### src/rtl/pls_pkg.sv
// Shared types, codes and field widths for the packed list store.
package pls_pkg;

    localparam int OP_W     = 3;
    localparam int VALUE_W  = 32;
    localparam int POS_W    = 6;
    localparam int STATUS_W = 2;
    localparam int INDEX_W  = 6;
    localparam int COUNT_W  = 7;

    localparam logic [OP_W-1:0] OP_APPEND    = 3'd0;
    localparam logic [OP_W-1:0] OP_FIND      = 3'd1;
    localparam logic [OP_W-1:0] OP_READ      = 3'd2;
    localparam logic [OP_W-1:0] OP_RM_VALUE  = 3'd3;
    localparam logic [OP_W-1:0] OP_RM_INDEX  = 3'd4;

    localparam logic [STATUS_W-1:0] ST_OK      = 2'd0;
    localparam logic [STATUS_W-1:0] ST_EMPTY   = 2'd1;
    localparam logic [STATUS_W-1:0] ST_NOMATCH = 2'd2;
    localparam logic [STATUS_W-1:0] ST_FULL    = 2'd3;

    typedef struct packed {
        logic [OP_W-1:0]    operation;
        logic [VALUE_W-1:0] value;
        logic [POS_W-1:0]   position;
    } t_in_item;

    typedef struct packed {
        logic [STATUS_W-1:0] status;
        logic [INDEX_W-1:0]  result_index;
        logic [VALUE_W-1:0]  result_value;
        logic [COUNT_W-1:0]  entry_count;
    } t_out_item;

    // Commands from the controller to the datapath.
    typedef struct packed {
        logic                accept;
        logic                append;
        logic                set_status;
        logic [STATUS_W-1:0] status;
        logic                start_search;
        logic                start_read;
        logic                rd;
        logic                capture;
        logic                shift;
        logic                clear_last;
        logic                load_out;
    } t_dp_cmd;

    // Status from the datapath to the controller.
    typedef struct packed {
        logic [OP_W-1:0] op;
        logic            empty;
        logic            full;
        logic            ptr_ok;
        logic            rd_vld;
        logic            hit;
        logic            at_last;
        logic            out_free;
    } t_dp_stat;

endpackage

### src/rtl/pls_chan_if.sv
// Valid/ready channel carrying one payload beat of type T.
interface pls_chan_if #(
    parameter type T = logic
) ();
    logic valid;
    logic ready;
    T     data;

    modport source (output valid, output data, input ready);
    modport sink   (input valid, input data, output ready);
endinterface

### src/rtl/pls_ctrl.sv
// Controller state machine sequencing append, search, read, shift and response.
module pls_ctrl (
    input  logic              i_clk,
    input  logic              i_rst_n,
    input  logic              i_in_valid,
    output logic              o_in_ready,
    input  pls_pkg::t_dp_stat i_stat,
    output pls_pkg::t_dp_cmd  o_cmd
);
    import pls_pkg::*;

    typedef enum logic [7:0] {
        S_IDLE     = 8'b0000_0001,
        S_DISPATCH = 8'b0000_0010,
        S_SEARCH   = 8'b0000_0100,
        S_RD_ISSUE = 8'b0000_1000,
        S_RD_WAIT  = 8'b0001_0000,
        S_SHIFT    = 8'b0010_0000,
        S_CLEAR    = 8'b0100_0000,
        S_FINISH   = 8'b1000_0000
    } t_state;

    t_state r_state;
    t_state n_state;

    always_ff @(posedge i_clk) begin
        if (!i_rst_n) begin
            r_state <= S_IDLE;
        end else begin
            r_state <= n_state;
        end
    end

    always_comb begin
        o_cmd      = '0;
        n_state    = r_state;
        o_in_ready = (r_state == S_IDLE) && i_rst_n;
        unique case (r_state)
            S_IDLE: begin
                if (i_in_valid && o_in_ready) begin
                    o_cmd.accept = 1'b1;
                    n_state      = S_DISPATCH;
                end
            end
            S_DISPATCH: begin
                priority if (i_stat.op == OP_APPEND) begin
                    if (i_stat.full) begin
                        o_cmd.set_status = 1'b1;
                        o_cmd.status     = ST_FULL;
                    end else begin
                        o_cmd.append = 1'b1;
                    end
                    n_state = S_FINISH;
                end else if (i_stat.op == OP_FIND || i_stat.op == OP_RM_VALUE) begin
                    if (i_stat.empty) begin
                        o_cmd.set_status = 1'b1;
                        o_cmd.status     = ST_EMPTY;
                        n_state          = S_FINISH;
                    end else begin
                        o_cmd.start_search = 1'b1;
                        n_state            = S_SEARCH;
                    end
                end else if (i_stat.op == OP_READ || i_stat.op == OP_RM_INDEX) begin
                    if (i_stat.empty) begin
                        o_cmd.set_status = 1'b1;
                        o_cmd.status     = ST_EMPTY;
                        n_state          = S_FINISH;
                    end else begin
                        o_cmd.start_read = 1'b1;
                        n_state          = S_RD_ISSUE;
                    end
                end else begin
                    // Unused operation codes leave the list alone and report ok.
                    n_state = S_FINISH;
                end
            end
            S_SEARCH: begin
                // Reads are pipelined one deep, so results come back in index order.
                priority if (i_stat.rd_vld && i_stat.hit) begin
                    o_cmd.capture = 1'b1;
                    n_state       = (i_stat.op == OP_FIND) ? S_FINISH : S_SHIFT;
                end else if (i_stat.rd_vld && i_stat.at_last) begin
                    o_cmd.set_status = 1'b1;
                    o_cmd.status     = ST_NOMATCH;
                    n_state          = S_FINISH;
                end else begin
                    o_cmd.rd = 1'b1;
                end
            end
            S_RD_ISSUE: begin
                o_cmd.rd = 1'b1;
                n_state  = S_RD_WAIT;
            end
            S_RD_WAIT: begin
                o_cmd.capture = 1'b1;
                n_state       = (i_stat.op == OP_RM_INDEX) ? S_SHIFT : S_FINISH;
            end
            S_SHIFT: begin
                o_cmd.rd    = 1'b1;
                o_cmd.shift = 1'b1;
                if (!i_stat.ptr_ok && !i_stat.rd_vld) begin
                    n_state = S_CLEAR;
                end
            end
            S_CLEAR: begin
                o_cmd.clear_last = 1'b1;
                n_state          = S_FINISH;
            end
            S_FINISH: begin
                if (i_stat.out_free) begin
                    o_cmd.load_out = 1'b1;
                    n_state        = S_IDLE;
                end
            end
            default: begin
                n_state = S_IDLE;
            end
        endcase
    end

endmodule

### src/rtl/pls_dp.sv
// Datapath: entry memory, count, walk pointer, compare and response register.
module pls_dp #(
    parameter int DEPTH      = 64,
    parameter int DATA_WIDTH = 32
) (
    input  logic               i_clk,
    input  logic               i_rst_n,
    input  pls_pkg::t_in_item  i_item,
    input  pls_pkg::t_dp_cmd   i_cmd,
    output pls_pkg::t_dp_stat  o_stat,
    output logic               o_out_valid,
    input  logic               i_out_ready,
    output pls_pkg::t_out_item o_out_item
);
    import pls_pkg::*;

    localparam int AW = $clog2(DEPTH);
    localparam int CW = $clog2(DEPTH + 1);
    localparam int PW = (CW > POS_W) ? CW : POS_W;

    logic [DATA_WIDTH-1:0] mem [DEPTH];

    logic [OP_W-1:0]       r_op;
    logic [DATA_WIDTH-1:0] r_value;
    logic [POS_W-1:0]      r_pos;
    logic [CW-1:0]         r_count;
    logic [CW-1:0]         r_ptr;
    logic [DATA_WIDTH-1:0] r_rd_data;
    logic [AW-1:0]         r_rd_tag;
    logic                  r_rd_vld;
    logic [STATUS_W-1:0]   r_res_status;
    logic [AW-1:0]         r_res_idx;
    logic [DATA_WIDTH-1:0] r_res_val;
    logic                  r_out_valid;
    t_out_item             r_out_item;

    logic [CW-1:0]         count_m1;
    logic [AW-1:0]         clamp_idx;
    logic                  rd_fire;
    logic                  wr_en;
    logic [AW-1:0]         wr_addr;
    logic [DATA_WIDTH-1:0] wr_data;

    assign count_m1  = r_count - CW'(1);
    assign clamp_idx = (PW'(r_pos) >= PW'(r_count)) ? AW'(count_m1) : AW'(r_pos);
    assign rd_fire   = i_cmd.rd && (r_ptr < r_count);

    assign o_stat.op       = r_op;
    assign o_stat.empty    = (r_count == '0);
    assign o_stat.full     = (r_count == CW'(DEPTH));
    assign o_stat.ptr_ok   = (r_ptr < r_count);
    assign o_stat.rd_vld   = r_rd_vld;
    assign o_stat.hit      = (r_rd_data == r_value);
    assign o_stat.at_last  = (CW'(r_rd_tag) == count_m1);
    assign o_stat.out_free = !r_out_valid || i_out_ready;

    // Single write port: append, move one entry down, or clear the vacated slot.
    always_comb begin
        wr_en   = 1'b0;
        wr_addr = '0;
        wr_data = '0;
        priority if (i_cmd.append) begin
            wr_en   = 1'b1;
            wr_addr = r_count[AW-1:0];
            wr_data = r_value;
        end else if (i_cmd.shift && r_rd_vld) begin
            wr_en   = 1'b1;
            wr_addr = r_rd_tag - AW'(1);
            wr_data = r_rd_data;
        end else if (i_cmd.clear_last) begin
            wr_en   = 1'b1;
            wr_addr = AW'(count_m1);
        end
    end

    always_ff @(posedge i_clk) begin
        if (wr_en) begin
            mem[wr_addr] <= wr_data;
        end
        if (rd_fire) begin
            r_rd_data <= mem[r_ptr[AW-1:0]];
            r_rd_tag  <= r_ptr[AW-1:0];
        end
    end

    always_ff @(posedge i_clk) begin
        if (i_cmd.accept) begin
            r_op    <= i_item.operation;
            r_value <= DATA_WIDTH'(i_item.value);
            r_pos   <= i_item.position;
        end

        priority if (i_cmd.accept) begin
            r_res_status <= ST_OK;
            r_res_idx    <= '0;
            r_res_val    <= '0;
        end else if (i_cmd.set_status) begin
            r_res_status <= i_cmd.status;
        end else if (i_cmd.append) begin
            r_res_idx <= r_count[AW-1:0];
        end else if (i_cmd.capture) begin
            r_res_idx <= r_rd_tag;
            r_res_val <= (r_op == OP_FIND) ? '0 : r_rd_data;
        end

        priority if (i_cmd.start_search) begin
            r_ptr <= '0;
        end else if (i_cmd.start_read) begin
            r_ptr <= CW'(clamp_idx);
        end else if (i_cmd.capture) begin
            // The shift starts with the entry just above the removed one.
            r_ptr <= CW'(r_rd_tag) + CW'(1);
        end else if (rd_fire) begin
            r_ptr <= r_ptr + CW'(1);
        end

        if (i_cmd.load_out) begin
            r_out_item.status       <= r_res_status;
            r_out_item.result_index <= INDEX_W'(r_res_idx);
            r_out_item.result_value <= VALUE_W'(r_res_val);
            r_out_item.entry_count  <= COUNT_W'(r_count);
        end
    end

    always_ff @(posedge i_clk) begin
        if (!i_rst_n) begin
            r_count     <= '0;
            r_rd_vld    <= 1'b0;
            r_out_valid <= 1'b0;
        end else begin
            r_rd_vld <= rd_fire;
            priority if (i_cmd.append) begin
                r_count <= r_count + CW'(1);
            end else if (i_cmd.clear_last) begin
                r_count <= count_m1;
            end
            priority if (i_cmd.load_out) begin
                r_out_valid <= 1'b1;
            end else if (i_out_ready) begin
                r_out_valid <= 1'b0;
            end
        end
    end

    assign o_out_valid = r_out_valid;
    assign o_out_item  = r_out_item;

endmodule

### src/rtl/packed_list_store_core.sv
// Packed list store: one operation at a time, entries walked one per cycle through a memory.
// Append and the unused codes go from accept through dispatch to finish; read adds an
// issue and a wait state; find and the removals walk the list, as the memory read
// port visits one entry per cycle for the search and for the shift-down.
// A new beat is accepted in the cycle after the response is registered.
// Synchronous active-low reset empties the list; stale words above the count are never read.
module packed_list_store_core #(
    parameter int DEPTH      = 64,
    parameter int DATA_WIDTH = 32
) (
    input logic        i_clk,
    input logic        i_rst_n,
    pls_chan_if.sink   i_req,
    pls_chan_if.source o_rsp
);
    import pls_pkg::*;

    t_dp_cmd  cmd;
    t_dp_stat stat;

    pls_ctrl u_ctrl (
        .i_clk      (i_clk),
        .i_rst_n    (i_rst_n),
        .i_in_valid (i_req.valid),
        .o_in_ready (i_req.ready),
        .i_stat     (stat),
        .o_cmd      (cmd)
    );

    pls_dp #(
        .DEPTH      (DEPTH),
        .DATA_WIDTH (DATA_WIDTH)
    ) u_dp (
        .i_clk       (i_clk),
        .i_rst_n     (i_rst_n),
        .i_item      (i_req.data),
        .i_cmd       (cmd),
        .o_stat      (stat),
        .o_out_valid (o_rsp.valid),
        .i_out_ready (o_rsp.ready),
        .o_out_item  (o_rsp.data)
    );

endmodule

### src/flat_wrapper.sv
// flat-port wrapper written by rule: the top's interface ports become plain ports
module packed_list_store_core_flat import pls_pkg::*;
#(
    parameter int DEPTH      = 64,
    parameter int DATA_WIDTH = 32
)
  (i_clk, i_rst_n, i_req_valid, i_req_data, i_req_ready, o_rsp_valid, o_rsp_data, o_rsp_ready);
  pls_chan_if i_req_i ();
  pls_chan_if o_rsp_i ();
  input logic i_clk;
  input logic i_rst_n;
  input wire logic [$bits(i_req_i.valid)-1:0] i_req_valid;
  input wire logic [$bits(i_req_i.data)-1:0] i_req_data;
  output wire logic [$bits(i_req_i.ready)-1:0] i_req_ready;
  output wire logic [$bits(o_rsp_i.valid)-1:0] o_rsp_valid;
  output wire logic [$bits(o_rsp_i.data)-1:0] o_rsp_data;
  input wire logic [$bits(o_rsp_i.ready)-1:0] o_rsp_ready;
  assign i_req_i.valid = i_req_valid;
  assign i_req_i.data = i_req_data;
  assign i_req_ready = i_req_i.ready;
  assign o_rsp_valid = o_rsp_i.valid;
  assign o_rsp_data = o_rsp_i.data;
  assign o_rsp_i.ready = o_rsp_ready;
  packed_list_store_core #(.DEPTH(DEPTH), .DATA_WIDTH(DATA_WIDTH)) u_core (.i_clk(i_clk), .i_rst_n(i_rst_n), .i_req(i_req_i), .o_rsp(o_rsp_i));
endmodule
### config.mk
export PLATFORM = sky130hd
export DESIGN_NAME = packed_list_store_core_flat
export DESIGN_NICKNAME = d
export VERILOG_FILES = /design/src/rtl/pls_pkg.sv /design/src/rtl/pls_chan_if.sv /design/src/rtl/pls_ctrl.sv /design/src/rtl/pls_dp.sv /design/src/rtl/packed_list_store_core.sv /design/src/flat_wrapper.sv
export SDC_FILE = /design/constraint.sdc
export NUM_CORES = 1
export LEC_CHECK = 0
export BUFFER_PORTS_ARGS = -buffer_cell sky130_fd_sc_hd__clkbuf_2
export CORE_MARGIN = 8
export CORE_UTILIZATION = 45
export DETAILED_ROUTE_END_ITERATION = 16
export PLACE_DENSITY = 0.62
export SETUP_SLACK_MARGIN = 0.2
export SLEW_MARGIN = 20
export SYNTH_ARGS = -nofsm -noshare
export SYNTH_HDL_FRONTEND = slang
export SYNTH_SLANG_ARGS = --single-unit
### constraint.sdc
create_clock -name i_clk -period 3.7 [get_ports i_clk]
set_input_delay 1.11 -clock i_clk [delete_from_list [all_inputs] [get_ports i_clk]]
set_output_delay 1.11 -clock i_clk [all_outputs]
set_load 0.02 [all_outputs]
=== After elaboration in Yosys (flattened, before gate mapping) ===
Memories as Yosys holds them, arrays and structs flattened. A register that Yosys moved wholly into a read port is not among the register bits.
Cells that the tools add are included.

* Bits in writable memories: 2048
* Output and inout port bits: 3
* Bits in registers: 31
* Logic and storage cells: 81
* Memories: 1
* Input bits: 5

* Add/sub/neg operators: 5
* Reductions and logical operators: 19
* Eq/ne operators: 14
* $lt $le $gt $ge: 1
* Multiplexer cells: 33

{| class="wikitable"
|+ Memories
! name !! depth !! bits a word !! read ports !! clocked after memory_dff !! wr ports !! line !! RTL
|-
| u_core.u_dp.mem || 64 || 32 || 1 || 1 || 1 || pls_dp.sv:21 || <nowiki>logic [DATA_WIDTH-1:0] mem [DEPTH];</nowiki>
|}

{| class="wikitable"
|+ Operators by type and width
! cell !! count
|-
| 2-to-1 mux 32 bit || 2
|-
| one-hot mux 8 bit (6 select lines) || 1
|-
| 2-to-1 mux 8 bit || 5
|-
| zero test 32 bit || 1
|-
| 2-to-1 mux 7 bit || 4
|-
| 2-to-1 mux 6 bit || 3
|-
| 2-to-1 mux 1 bit || 16
|-
| adder 7 x 1 -> 7 bit, second input constant || 2
|-
| equality test 8 x 1 -> 1 bit, second input constant || 1
|-
| equality test 8 x 2 -> 1 bit, second input constant || 1
|-
| equality test 8 x 3 -> 1 bit, second input constant || 1
|-
| equality test 8 x 4 -> 1 bit, second input constant || 1
|-
| equality test 8 x 5 -> 1 bit, second input constant || 1
|-
| equality test 8 x 6 -> 1 bit, second input constant || 1
|-
| equality test 8 x 7 -> 1 bit, second input constant || 1
|-
| equality test 8 bit, second input constant || 1
|-
| adder 6 x 1 -> 7 bit, second input constant || 1
|-
| equality test 6 x 7 -> 1 bit || 1
|-
| equality test 7 bit, second input constant || 1
|-
| logical AND 1 bit || 7
|-
| less-than comparator 7 bit || 1
|-
| subtractor 7 x 1 -> 7 bit, second input constant || 1
|-
| nonzero test 2 bit || 3
|-
| subtractor 6 x 1 -> 6 bit, second input constant || 1
|-
| other kinds (10) || 14
|}

=== Depth between registers and ports, before layout ===
* Word-level depth: 9
* Mapped depth: 9
* Depth with buffers taken out: 8

=== Modules after synthesis ===
From an unflattened synthesis, not the netlist that was laid out.

* Cell total of the unflattened synthesis: 4048
* Area total of the unflattened synthesis: 86335.3 um^2

{| class="wikitable"
|+ Modules (own cells, without submodules)
! module !! times used !! area each (um^2) !! seq. area each (um^2) !! cells each
|-
| pls_dp || 1 || 85624.6 || 66403.7 || 3961
|-
| pls_ctrl || 1 || 706.9 || 160.2 || 86
|-
| packed_list_store_core || 1 || 3.8 || 0.0 || 1
|}

=== Least setup slack after synthesis ===
No wires, ideal clock.

* Path kind: input-to-output
* Start point: in i_rst_n
* End point: out i_req_ready
* Data required time: 2.590 ns
* Arrival: 1.861 ns
* Slack: 0.729 ns
* Path buffers: 0
* Stages on the path: 2
* Cell sequence: inv_1 > nor4_1

* Cells in the longest elaborated chain, start to end: 1

{| class="wikitable"
|+ Ends and longest elaborated chain
! element !! line !! RTL
|-
| from (decl) || flat_wrapper.sv:11 || <nowiki>input logic i_rst_n;</nowiki>
|-
| logical AND 1 bit || pls_ctrl.sv:37 || <nowiki>o_in_ready = (r_state == S_IDLE) && i_rst_n;</nowiki>
|-
| to (decl) || flat_wrapper.sv:14 || <nowiki>output wire logic [$bits(i_req_i.ready)-1:0] i_req_ready;</nowiki>
|}

Every way passes these cells.

=== Worst setup path in the final report ===
Same ends and word-level chain as after synthesis.

==> run metrics <==
CTS tree=done; NetSw=0.0656 mW; Crit path required time=about 2.6 ns; Fin Setup TNS=0 ns; CP most frequent cell=clkbuf_2; Setup crit end kind=output pin; WP data arrival=1.90 ns; Final setup viols=0; CP startpoint kind=primary input; post-route minimum period=3.01 ns; switching share of power=0.255; Reg power frac=0.538; clk_lat worst skew=0.27 ns; most frequent cells in the layout=dfxtp_1 (11), nor2_1 (8), nand2_1 (6), clkbuf_2 (6); vias=567; largest net degree at the start of global routing=9; clk_skew=0.0116 ns; clock tree buffer depth=2; Critical Path Max Stage Delay=0.25 ns; top cell type's share of synthesized area=0.317; area of the mapped netlist=a little under 700 um2; # hold bufs at CTS=0; Post-CTS Repair Setup Buffers=0; Total Nets Final=97; cts bufs inserted=3; Leak=about 0.32 nW; die width=between 50 and 60 um; Seq/Total Area, Yosys=0.360; top post-synthesis cells by area=dfxtp_1 (32%), ha_1 (9.0%), edfxtp_1 (4.3%); first-pass GRT wire length=between 2 and 2.5 mm; PwrDens=336 nW/um2; core area=around 1500 um2; clock-pin slew on the worst setup and hold paths=0.06 ns; Pins Over Slew Limit=0; chip height=approximately 55 um; RSZ-0062 raised after global routing=no; critical path cell sequence=clkbuf_2, inv_1, nor4_1, clkbuf_2; CTS Root Cell=clkbuf_4; critical path type=primary input to output pin; final count of hold timing violations=0; status=finished clean; Max Clk Rate=~330 MHz; Power Total=roughly 0.26 mW; remaining antenna violation count=0; # DRC=0; Syn Inst Count=76; ant diodes=0; routability congestion estimate=0.798; H-Tree Depth=1; Final HPWL DP=just over 1 mm; Vias/cell=5.61; drt pass-1 iters=4; slowest stage cell on the critical path=nor4_1; antenna violations before repair=0; CP max FO=8; internal power=0.192 mW; Area growth, synth to finish=10.3%; # clock sinks=12; vias in the first global route=~500; # resized after CTS=0; area leader, netlist=dfxtp_1; Synth Register Bits=12; total global routing overflow=0; gr usage total=0.0858; Max VDD drop=around 0.25 mV; WL final=1.26 mm; Clock power frac=0.321; Die Area=3060 um2; FP Rows=14; Top Ports=8; DR iter-0 viols=13; worst hold path class=flop to flop; # fillers=~150; Yosys cell types=32; Initial Util=0.472; WL per Instance=12.5 um; worst slew pin tran=0.442 ns; Slew headroom=0.702; Period Utilization, post-route=0.812; Synthesis Warnings=0; I/O Buffers=6; Syn Nets=87; syn avg cell area=9.14 um2; max_cap viols=0; commonest non-fill, non-tap cell in the layout=dfxtp_1; Combinational Power Share=0.140; layout cells sized above 1=0.153
critical path: cells and delay by family:
family	cells	cell delay (ns)
buffers and inverters	3	0.54
AND/OR/NAND/NOR	1	0.25
Yosys cell counts (all sizes together):
library cell and n:
dfxtp 11, nor2 8, nand2 6, a21oi 5, ha 5, nand3 4, a211oi 3, inv 3
a211o 2, a21o 2, and2 2, mux2i 2, nand2b 2, nor2b 2, nor4 2, o211ai 2
o21ai 2, a2111o 1, a31oi 1, and2b 1, buf 1, edfxtp 1, fa 1, nor3 1
nor3b 1, o311ai 1, o31ai 1, or2 1, or3b 1, xnor2 1
sequential cells by signal, summed over array words and instances (netlist names):
name,flops
u_core.u_ctrl.r_state,3
u_core.u_dp.r_count,7
u_core.u_dp.o_out_valid,1
u_core.u_dp.o_out_item,1
per-stage QoR:
step / util / instance area (um2) / setup slack, ns / cells / hold slack [ns]
5_1_grt: 0.520 / 766 / 0.593 / 101 / 0.515
4_1_cts: 0.520 / 766 / 0.681 / 101 / 0.501
3_5_place_dp: 0.503 / 739 / 0.682 / 97 / 0.492
6_report: 0.520 / 766 / 0.694 / 101 / 0.493
2_1_floorplan: - / 694 / 0.729 / 76 / 0.449
3_3_place_gp: 0.503 / 739 / 0.708 / 97 / 0.482
cell type report:
cell class,instances,area (um2),area share
clock buffers,4,26.3,0.0343
inverters,3,11.3,0.0147
multi-input cells,60,428,0.559
flip-flops and latches,12,250,0.327
well taps,16,20.0,0.0261
repair buffers,6,30.0,0.0392
worst paths after layout:
path / start / end / slack, ns / cells past startpoint
setup / recovery: i_rst_n / i_req_ready / 0.69 / 4
hold / removal: u_core.u_dp.r_count[3]$_SDFFE_PN0P_ / u_core.u_dp.r_count[3]$_SDFFE_PN0P_ / 0.49 / 2
setup reg to reg: u_core.u_ctrl.r_state[0]$_SDFFE_PN1P_ / u_core.u_dp.r_count[6]$_SDFFE_PN0P_ / 0.90 / 8
hold reg to reg: u_core.u_dp.r_count[3]$_SDFFE_PN0P_ / u_core.u_dp.r_count[3]$_SDFFE_PN0P_ / 0.49 / 2
power by group through the flow:
stage               clock network (mW)  registers (mW)  logic [mW]
floorplan                            0           0.141      0.0280
global placement                     0           0.142      0.0357
detailed placement                   0           0.142      0.0364
CTS                             0.0860           0.139      0.0365
global route                    0.0894           0.140      0.0408
finish                          0.0828           0.139      0.0361
logic make-up (layout without fill, tap and decap cells):
| kind of cell | count (synthesis) | in the layout | share of synthesized area |
|---|---|---|---|
| simple gates | 31 | 31 | 0.227 |
| flops | 12 | 12 | 0.360 |
| mux | 2 | 2 | 0.0288 |
| fa+ha+maj | 6 | 6 | 0.119 |
| compound gates | 20 | 20 | 0.229 |
| xor+xnor | 1 | 1 | 0.0126 |
| buf+inv | 4 | 13 | 0.0234 |
metal layers:
layer	track usage	vias up	wire, um
met4	0.0317	0	12
met5	0	-	0
li1	-	299	-
met3	0.0502	2	57
met2	0.128	6	559
met1	0.0978	260	633
No activity file was read; power rests on OpenSTA's default activity.
